### src/sv/tpt_pkg.sv
// Shared types and constants for the TCP port table.
package tpt_pkg;

    // Table geometry
    localparam int TABLE_DEPTH = 32768;
    localparam int PORT_W      = 16;
    localparam int INDEX_W     = 15;
    localparam int WORD_BITS   = 32;
    localparam int OFF_W       = $clog2(WORD_BITS);
    localparam int NUM_WORDS   = (TABLE_DEPTH + WORD_BITS - 1) / WORD_BITS;
    localparam int WORD_AW     = (NUM_WORDS > 1) ? $clog2(NUM_WORDS) : 1;
    localparam int VISIT_W     = $clog2(NUM_WORDS + 1);
    localparam int LAST_WORD   = NUM_WORDS - 1;
    localparam int LAST_BITS   = TABLE_DEPTH - LAST_WORD * WORD_BITS;

    // Valid bits of the last table word
    localparam logic [WORD_BITS-1:0] LAST_MASK = {WORD_BITS{1'b1}} >> (WORD_BITS - LAST_BITS);

    // Port number constants
    localparam logic [PORT_W-1:0] HIGH_BASE  = 16'h8000;
    localparam logic [PORT_W-1:0] INDEX_MASK = 16'h7FFF;

    // Command queue between front and back
    localparam int QUEUE_DEPTH = 4;
    localparam int QUEUE_AW    = $clog2(QUEUE_DEPTH);

    typedef enum logic [1:0] {
        KIND_QUERY    = 2'd0,
        KIND_OPEN     = 2'd1,
        KIND_GET_FREE = 2'd2,
        KIND_RELEASE  = 2'd3
    } t_kind;

    typedef enum logic [1:0] {
        STATUS_OK     = 2'd0,
        STATUS_RANGE  = 2'd1,
        STATUS_NOFREE = 2'd2
    } t_status;

    // Classified request
    typedef struct packed {
        t_kind              kind;
        logic               high;
        logic               range_err;
        logic [INDEX_W-1:0] idx;
    } t_cmd;

endpackage

### src/sv/tpt_front.sv
// Front stage: accepts requests, checks port ranges and registers the command.
module tpt_front (
    input  logic                        i_clk,
    input  logic                        i_rst_n,
    input  logic                        i_push,
    output logic                        o_full,
    input  logic [1:0]                  i_kind,
    input  logic [tpt_pkg::PORT_W-1:0]  i_port,
    output tpt_pkg::t_cmd               o_cmd,
    output logic                        o_cmd_valid,
    input  logic                        i_cmd_ready
);

    logic          r_valid;
    tpt_pkg::t_cmd r_cmd;
    tpt_pkg::t_cmd n_cmd;
    logic          accept;
    logic          in_table;
    logic          high;

    assign o_full   = r_valid && !i_cmd_ready;
    assign accept   = i_push && !o_full;

    // Classify the incoming request
    always_comb begin
        n_cmd.kind = tpt_pkg::t_kind'(i_kind);
        n_cmd.idx  = tpt_pkg::INDEX_W'(i_port & tpt_pkg::INDEX_MASK);
        high       = (i_port & tpt_pkg::HIGH_BASE) != '0;
        n_cmd.high = high;
        in_table   = 32'(n_cmd.idx) < tpt_pkg::TABLE_DEPTH;
        case (n_cmd.kind)
            tpt_pkg::KIND_QUERY:    n_cmd.range_err = !in_table;
            tpt_pkg::KIND_OPEN:     n_cmd.range_err = high || !in_table;
            tpt_pkg::KIND_GET_FREE: n_cmd.range_err = 1'b0;
            tpt_pkg::KIND_RELEASE:  n_cmd.range_err = !high || !in_table;
            default:                n_cmd.range_err = 1'b1;
        endcase
    end

    // Command holding register
    always_ff @(posedge i_clk) begin
        if (!i_rst_n) begin
            r_valid <= 1'b0;
        end else if (accept) begin
            r_valid <= 1'b1;
        end else if (i_cmd_ready) begin
            r_valid <= 1'b0;
        end
    end

    always_ff @(posedge i_clk) begin
        if (accept) begin
            r_cmd <= n_cmd;
        end
    end

    assign o_cmd       = r_cmd;
    assign o_cmd_valid = r_valid;

endmodule

### config.mk
export PLATFORM = sky130hd
export DESIGN_NAME = tpt_front
export DESIGN_NICKNAME = d
export VERILOG_FILES = /design/src/sv/tpt_pkg.sv /design/src/sv/tpt_front.sv
export SDC_FILE = /design/constraint.sdc
export NUM_CORES = 1
export LEC_CHECK = 0
export ABC_CLOCK_PERIOD_IN_PS = 3900
export BUFFER_PORTS_ARGS = -buffer_cell sky130_fd_sc_hd__buf_2
export CAP_MARGIN = 30
export CORE_MARGIN = 2
export CORE_UTILIZATION = 41
export DETAILED_ROUTE_END_ITERATION = 6
export PLACE_DENSITY = 0.76
export SETUP_SLACK_MARGIN = 0.5
export SYNTH_ARGS = -nofsm -noshare
export SYNTH_HDL_FRONTEND = slang
export SYNTH_SLANG_ARGS = --single-unit
### constraint.sdc
create_clock -name i_clk -period 3.9 [get_ports i_clk]
set_clock_uncertainty 0.1 [all_clocks]
set_input_delay 0.78 -clock i_clk [delete_from_list [all_inputs] [get_ports i_clk]]
set_output_delay 0.78 -clock i_clk [all_outputs]
set_load 0.02 [all_outputs]
==> qor.csv <==
metric,value,unit
status,completed,
PnR worst setup slack,1.844,ns
"most common cell after layout, fill and taps aside",buf_2,
TNS Setup,0,ns
CP startpoint kind,primary input,
Tcrit/Tclk final,52.73,%
TritonCTS clock tree,built,
DR iter-0 viols,4,
cell count after placement,84,
worst hold path cell count,2,
Pwr Density,441.1,mW/mm2
required time of the critical path,3.02,ns
n_diodes,0,
Post-Layout Cell Count,88,
Layout area overhead,41.70,%
Worst-Skew Late Latency,0.29,ns
most frequent cells in the layout,"buf_2, edfxtp_1, clkbuf_4",
cells resized by post-CTS repair,0,
Max VDD drop,0.2338,mV
Synth Area per Inst,25.32,um2
FMAX,486.3,MHz
Crit. End Element,output pin,
Routed Antenna Nets,0,
minimum clock period,2.056,ns
gr usage total,11.40,%
largest net degree at the start of global routing,20,
pre-CTS setup slack,1.841,ns
Die ar.,0.001874,mm2
RR Endpoint,o_cmd[10],
first-pass GRT wire length,1476,um
cts bufs inserted,3,
synth unique cells,7,
Max-Cap Viols,0,
cts hold-fix bufs,0,
Synth Instances,25,
routed len/inst,11.67,um
Syn Std Cell Area,633.1,um2
DRC violations left,0,
Longest Clk Path Bufs,2,
LEAKAGE,0.3972,nW
hold path startpoint,o_cmd_valid,
gp weighted congestion,0.5748,
clk slew on worst S/H paths,0.10,ns
Worst Setup SP,i_cmd_ready,
Die Y,43.30,um
Max Slew Vio Count,0,
Slew @ Worst Pin,0.2288,ns
H-tree depth,1,
syn nets,47,
Core Footprint,0.001471,mm2
"critical path fanouts, max",3,
fraction of layout instances using a drive strength above 1,65.28,%
reg2reg path depth,3,
nets,95,
Rows,14,
RSZ-0062 raised after global routing,false,
R2R Setup Slk,2.69,ns
Die Wd,43.30,um
count of final setup violators,0,
WP data arrival,1.18,ns
global route overflow,0,
hold crit path type,reg -> reg,
num ports,43,
DR vias/cell,4.318,
final hold slack,0.5279,ns
Post-CTS Setup Repair Bufs,0,
Routed WL,1027,um
Synth warnings,0,
antenna violations before repair,0,
CTS root buffer,clkbuf_4,
slew margin rel.,84.75,%
number of synthesized register bits,20,
CTS sink cnt,20,
"Hold Vio Cnt, Final",0,
# port buffers,42,
first drt pass iteration count,3,
vias in the first global route,369,
via count,380,
worst setup path end,o_full,
worst r2r src,o_cmd_valid,
initial core utilization,43.03,%
Filler Cell Count,123,
Crit Path Class,in -> out,
sequential area share after synthesis,93.28,%
-- cell type report --
cell class              instances  area (um2)  share of cell area, %
repair buffers                 43       217.7                  24.27
well taps                      16       20.02                  2.232
clock inverters                 1       3.754                 0.4184
clock buffers                   3       22.52                  2.510
flip-flops and latches         20       590.6                  65.83
multi-input cells               5       42.54                  4.742
-- metrics by stage --
stage                     area [um2]  power, mW  util, %
final                          897.1     0.3957    60.97
after global routing           897.1     0.4119    60.97
after CTS                      897.1     0.4013    60.97
after detailed placement       870.8     0.3062    59.18
after global placement         870.8     0.3044    59.18
after floorplan                633.1     0.2820        -
-- layer usage --
layer | share of wire [%] | track usage (%) | vias up
met5 | 0 | 0 | -
met4 | 0 | 7.273 | 0
met3 | 7.0 | 2.979 | 0
met2 | 60 | 20.90 | 18
met1 | 33 | 10.89 | 173
li1 | - | - | 189
-- sequential cells by signal, indices dropped and copies added, names as in the netlist --
name,flops
o_cmd,19
o_cmd_valid,1
-- synthesized netlist by cell type (all sizes together) --
library cell / number / area (um2)
edfxtp: 19 / 570.6
dfxtp: 1 / 20.02
nor2b: 2 / 20.02
xor2: 1 / 8.760
and2: 1 / 6.260
o21a: 1 / 7.510
-- worst max-delay path, cell delays in order --
cell,delay [ns]
buf_2,0.11
nor2b_4,0.11
buf_2,0.17
-- cell families after synthesis --
group	count (synthesis)	share of synthesized area [%]
XOR/XNOR	1	1.384
AND/OR/NAND/NOR	3	4.151
flip-flops	20	93.28
AO/OA/AOI/OAI	1	1.186
-- worst min-delay path by stage --
stage	endpoint	slack, ns
2_1_floorplan	o_cmd_valid	0.63
3_3_place_gp	o_cmd_valid	0.49
3_5_place_dp	o_cmd_valid	0.51
4_1_cts	o_cmd[7]	0.54
5_1_grt	o_cmd[4]	0.54
6_report	o_cmd_valid	0.53
-- power breakdown --
group	switching (mW)	internal, mW
Clock	0.0583	0.0372
Sequential	0.00278	0.250
Combinational	0.0289	0.0187
Total	0.0900	0.306
No activity file was read; power rests on OpenSTA's default activity.
