## config.mk

```make
export PLATFORM = sky130hd
export DESIGN_NAME = tpt_cmd_queue
export DESIGN_NICKNAME = d
export VERILOG_FILES = /design/src/sv/tpt_pkg.sv /design/src/sv/tpt_cmd_queue.sv
export SDC_FILE = /design/constraint.sdc
export NUM_CORES = 1
export LEC_CHECK = 0
export ABC_AREA = 1
export ABC_CLOCK_PERIOD_IN_PS = 1900
export BUFFER_PORTS_ARGS = -buffer_cell sky130_fd_sc_hd__buf_2
export CORE_MARGIN = 3
export CORE_UTILIZATION = 30
export CTS_CLUSTER_SIZE = 14
export DETAILED_ROUTE_END_ITERATION = 8
export PLACE_DENSITY = 0.46
export SYNTH_ARGS = -nofsm -noshare
export SYNTH_HDL_FRONTEND = slang
export SYNTH_SLANG_ARGS = --single-unit
```

## constraint.sdc

```tcl
create_clock -name i_clk -period 1.9 [get_ports i_clk]
set_input_delay 0.19 -clock i_clk [delete_from_list [all_inputs] [get_ports i_clk]]
set_output_delay 0.19 -clock i_clk [all_outputs]
set_load 0.05 [all_outputs]
```

## src/sv/tpt_pkg.sv

```systemverilog
// Shared types and constants for the TCP port table.
package tpt_pkg;

    // Table geometry
    localparam int TABLE_DEPTH = 32768;
    localparam int PORT_W      = 16;
    localparam int INDEX_W     = 15;
    localparam int WORD_BITS   = 32;
    localparam int OFF_W       = $clog2(WORD_BITS);
    localparam int NUM_WORDS   = (TABLE_DEPTH + WORD_BITS - 1) / WORD_BITS;
    localparam int WORD_AW     = (NUM_WORDS > 1) ? $clog2(NUM_WORDS) : 1;
    localparam int VISIT_W     = $clog2(NUM_WORDS + 1);
    localparam int LAST_WORD   = NUM_WORDS - 1;
    localparam int LAST_BITS   = TABLE_DEPTH - LAST_WORD * WORD_BITS;

    // Valid bits of the last table word
    localparam logic [WORD_BITS-1:0] LAST_MASK = {WORD_BITS{1'b1}} >> (WORD_BITS - LAST_BITS);

    // Port number constants
    localparam logic [PORT_W-1:0] HIGH_BASE  = 16'h8000;
    localparam logic [PORT_W-1:0] INDEX_MASK = 16'h7FFF;

    // Command queue between front and back
    localparam int QUEUE_DEPTH = 4;
    localparam int QUEUE_AW    = $clog2(QUEUE_DEPTH);

    typedef enum logic [1:0] {
        KIND_QUERY    = 2'd0,
        KIND_OPEN     = 2'd1,
        KIND_GET_FREE = 2'd2,
        KIND_RELEASE  = 2'd3
    } t_kind;

    typedef enum logic [1:0] {
        STATUS_OK     = 2'd0,
        STATUS_RANGE  = 2'd1,
        STATUS_NOFREE = 2'd2
    } t_status;

    // Classified request
    typedef struct packed {
        t_kind              kind;
        logic               high;
        logic               range_err;
        logic [INDEX_W-1:0] idx;
    } t_cmd;

endpackage

```

## src/sv/tpt_cmd_queue.sv

```systemverilog
// Small command queue that decouples the front stage from the table engine.
module tpt_cmd_queue (
    input  logic          i_clk,
    input  logic          i_rst_n,
    input  logic          i_push,
    input  tpt_pkg::t_cmd i_cmd,
    output logic          o_full,
    input  logic          i_pop,
    output logic          o_empty,
    output tpt_pkg::t_cmd o_cmd
);

    tpt_pkg::t_cmd                r_mem [tpt_pkg::QUEUE_DEPTH];
    logic [tpt_pkg::QUEUE_AW-1:0] r_wr_ptr;
    logic [tpt_pkg::QUEUE_AW-1:0] r_rd_ptr;
    logic [tpt_pkg::QUEUE_AW:0]   r_count;
    logic                         do_push;
    logic                         do_pop;

    assign o_full  = r_count == (tpt_pkg::QUEUE_AW + 1)'(tpt_pkg::QUEUE_DEPTH);
    assign o_empty = r_count == '0;
    assign do_push = i_push && !o_full;
    assign do_pop  = i_pop && !o_empty;
    assign o_cmd   = r_mem[r_rd_ptr];

    // Pointers and fill level
    always_ff @(posedge i_clk) begin
        if (!i_rst_n) begin
            r_wr_ptr <= '0;
            r_rd_ptr <= '0;
            r_count  <= '0;
        end else begin
            if (do_push) begin
                r_wr_ptr <= r_wr_ptr + 1'b1;
            end
            if (do_pop) begin
                r_rd_ptr <= r_rd_ptr + 1'b1;
            end
            if (do_push && !do_pop) begin
                r_count <= r_count + 1'b1;
            end else if (do_pop && !do_push) begin
                r_count <= r_count - 1'b1;
            end
        end
    end

    // Storage
    always_ff @(posedge i_clk) begin
        if (do_push) begin
            r_mem[r_wr_ptr] <= i_cmd;
        end
    end

endmodule

```

==> impl_metrics.json <==
{
  "place_area_sq_um": 3752,
  "syn-num-nets": 283,
  "core-area_sq_um": 10600,
  "synth_top_cells_by_area": "edfxtp_1 (68%), o21ai_0 (5.5%), dfxtp_1 (5.4%), nor2_1 (5.4%), o22ai_1 (3.5%)",
  "tightestPinTransition_ps": 374.7,
  "yosys_warnings": 0,
  "final_layout_size_suffix_gt1_share_pct": 27.48,
  "area_growth_syn_to_layout_pct": 18.80,
  "clockRootBuffer": "clkbuf_8",
  "worstPathRequired_ps": 1710,
  "post-cts-setup-buffers": 0,
  "cts_sinks": 85,
  "seq_power_share_pct": 40.8,
  "die_w_um": 111.7,
  "cts_buffers": 9,
  "htreeDepth": 3,
  "synth-seq-area-share_pct": 73.41,
  "start_kind": "flop",
  "finClkSkew_ps": 11.33,
  "die_area_sq_um": 12490,
  "switching_share_pct": 38.22,
  "netSwitchingPower_mw": 2.214,
  "drtPass1Iterations": 4,
  "rsz0062_at_grt": "yes",
  "grt_first_pass_wirelength_um": 10030,
  "cts-resized-gates": 1,
  "fill_cells": 1024,
  "grt_pass1_vias": 1998,
  "worst_setup_path_end_kind": "output pin",
  "fmaxAchievable_mhz": 557.0,
  "synth.distinct_cells": 23,
  "diodes": 0,
  "cpPeakStageDelay_ps": 400,
  "drc": 0,
  "worst_skew_pair.late_latency_ps": 350,
  "antenna_left": 0,
  "maxSlewHeadroom_pct": 74.98,
  "grt_max_degree": 21,
  "viasPerCell": 4.416,
  "row_count": 37,
  "cts_hold_buf": 0,
  "clkSlewWorstSetupHoldPaths_ps": 90,
  "dpl.hpwl_um": 3868,
  "period_minus_slack_ps": 1795,
  "totalWireLength_um": 6302,
  "finalSetupViolCount": 0,
  "drv_slew": 0,
  "yosysTopAreaCellShare_pct": 68.03,
  "die_h_um": 111.7,
  "drt_iter0_drc": 74,
  "place_congestion": 0.7224,
  "hold_path_class": "in2reg",
  "placement.io_buffers": 43,
  "yosysTopAreaCell": "edfxtp_1",
  "num_io_pins": 44,
  "final_area_sq_um": 3985,
  "critPathSlowestCell": "dfxtp_1",
  "cts_tree": "done",
  "syn_area_per_cell_sq_um": 13.21,
  "antenna_found_initial": 0,
  "initial_core_util_pct": 31.64,
  "power_frac_comb_pct": 36.4,
  "route.detailed.wl_per_inst_um": 14.04,
  "power.share.clock_pct": 22.8,
  "place_ws_ps": 140.8,
  "irDropWorstVdd_v": 0.0005784,
  "path_cells": "buf_4, o21ai_0, o22ai_1, clkbuf_4",
  "ys_seq_elements": 85,
  "outcome": "complete, no violations",
  "grt_overflow": 0,
  "crit_path_max_fanout": 18,
  "netlist_area_sq_um": 3354,
  "p_per_area_nw_per_um2": 1453,
  "timing.max_cap.violations": 0,
  "clk_path_buf_depth": 2,
  "power.internal_mw": 3.578,
  "layout.nets": 338,
  "via_count": 1983,
  "power.leakage_nw": 1.464,
  "critical_path_arrival_ps": 1610,
  "fin_crit_sh_pct": 94.49,
  "syn_inst": 254,
  "grt_use_total_pct": 10.56,
  "hold_viol": 0,
  "path_class": "reg2out",
  "timing.final.ws_setup_ps": 104.7
}
[final timing paths]
path / start / end / slack [ps] / cells past startpoint
worst max-delay path: flop / o_cmd[0] / 100 / 4
worst min-delay path: i_cmd[4] / r_mem[3][4] / 60 / 1
worst max register to register: r_count[1] / r_count[1] / 170 / 9
worst min register to register: r_rd_ptr[1] / r_rd_ptr[1] / 510 / 2
[power by group through the flow]
stage	clock network, mW	registers (mW)	logic [mW]
2_1_floorplan	0	2.39	1.60
4_1_cts	1.37	2.36	2.09
5_1_grt	1.45	2.38	2.30
3_3_place_gp	0	2.40	2.08
6_report	1.32	2.36	2.11
3_5_place_dp	0	2.40	2.09
[routing by layer]
metal / track usage [%] / part of all wire, %
met1: 12.83 / 46
met4: 5.353 / 2.3
met5: 0 / 0
met2: 16.87 / 47
met3: 3.424 / 4.8
[through the flow]
step	util [%]	cells	total power, mW	hold WS, ps	TNS [ps]
finish	37.59	449	5.792	56.75	0
global route	37.59	449	6.134	36.11	-63.10
CTS	37.35	449	5.825	37.14	0
detailed placement	35.39	434	4.491	406.4	0
global placement	35.39	434	4.485	411.2	0
floorplan	-	254	3.987	288.9	0
[cell usage after synthesis, drive strengths merged]
master	n
xor2	1
nand3	4
o21ai	39
ha	5
nor2	52
nand3b	1
clkbuf	2
fa	1
nand2	15
dfxtp	9
inv	18
edfxtp	76
o22ai	19
buf	9
a21oi	3
[cell families after synthesis]
logic type | Yosys count | share of synthesized area [%]
AOI/OAI and AO/OA | 61 | 10.03
DFF | 85 | 73.41
xor gates and xnor gates | 1 | 0.2611
adders and majority gates | 6 | 2.462
and+or+nand+nor | 72 | 8.840
buffers and inverters | 29 | 4.998
[critical path: cells and delay by family (launching register included)]
kind / cells / cell delay, ps
buf+inv: 2 / 540
compound gates: 2 / 330
flops: 1 / 400
[final cells by class]
class | instances | area (sq um) | area share [%]
Timing Repair Buffer | 55 | 337.8 | 8.477
Tap cell | 136 | 170.2 | 4.270
Inverter | 18 | 70.07 | 1.758
Sequential cell | 85 | 2465 | 61.85
Multi-Input combinational cell | 140 | 737.0 | 18.49
Clock inverter | 4 | 73.82 | 1.852
Clock buffer | 11 | 131.4 | 3.297
[cell usage in the layout (no fill, tap or decap)]
cell type / n
edfxtp_1: 76
nor2_1: 44
o21ai_0: 36
buf_2: 35
o22ai_1: 19
inv_1: 16
nand2_1: 11
buf_4: 11
clkbuf_8: 9
nor2_2: 8
clkbuf_4: 8
dfxtp_1: 7
ha_1: 5
nand2_2: 4
nand3_1: 4
a21oi_1: 3
o21ai_2: 2
bufinv_16: 2
clkbuf_1: 2
dfxtp_2: 2
inv_4: 1
inv_2: 1
xor2_1: 1
o21ai_1: 1
nand3b_1: 1
fa_1: 1
clkinv_4: 1
clkinv_2: 1
buf_12: 1
[flip-flops by register name, indices dropped and copies added, names as in the netlist, named ones only]
signal	count
r_count	3
r_mem	76
r_wr_ptr	2
r_rd_ptr	2
Power figures use the tool's default switching activity.
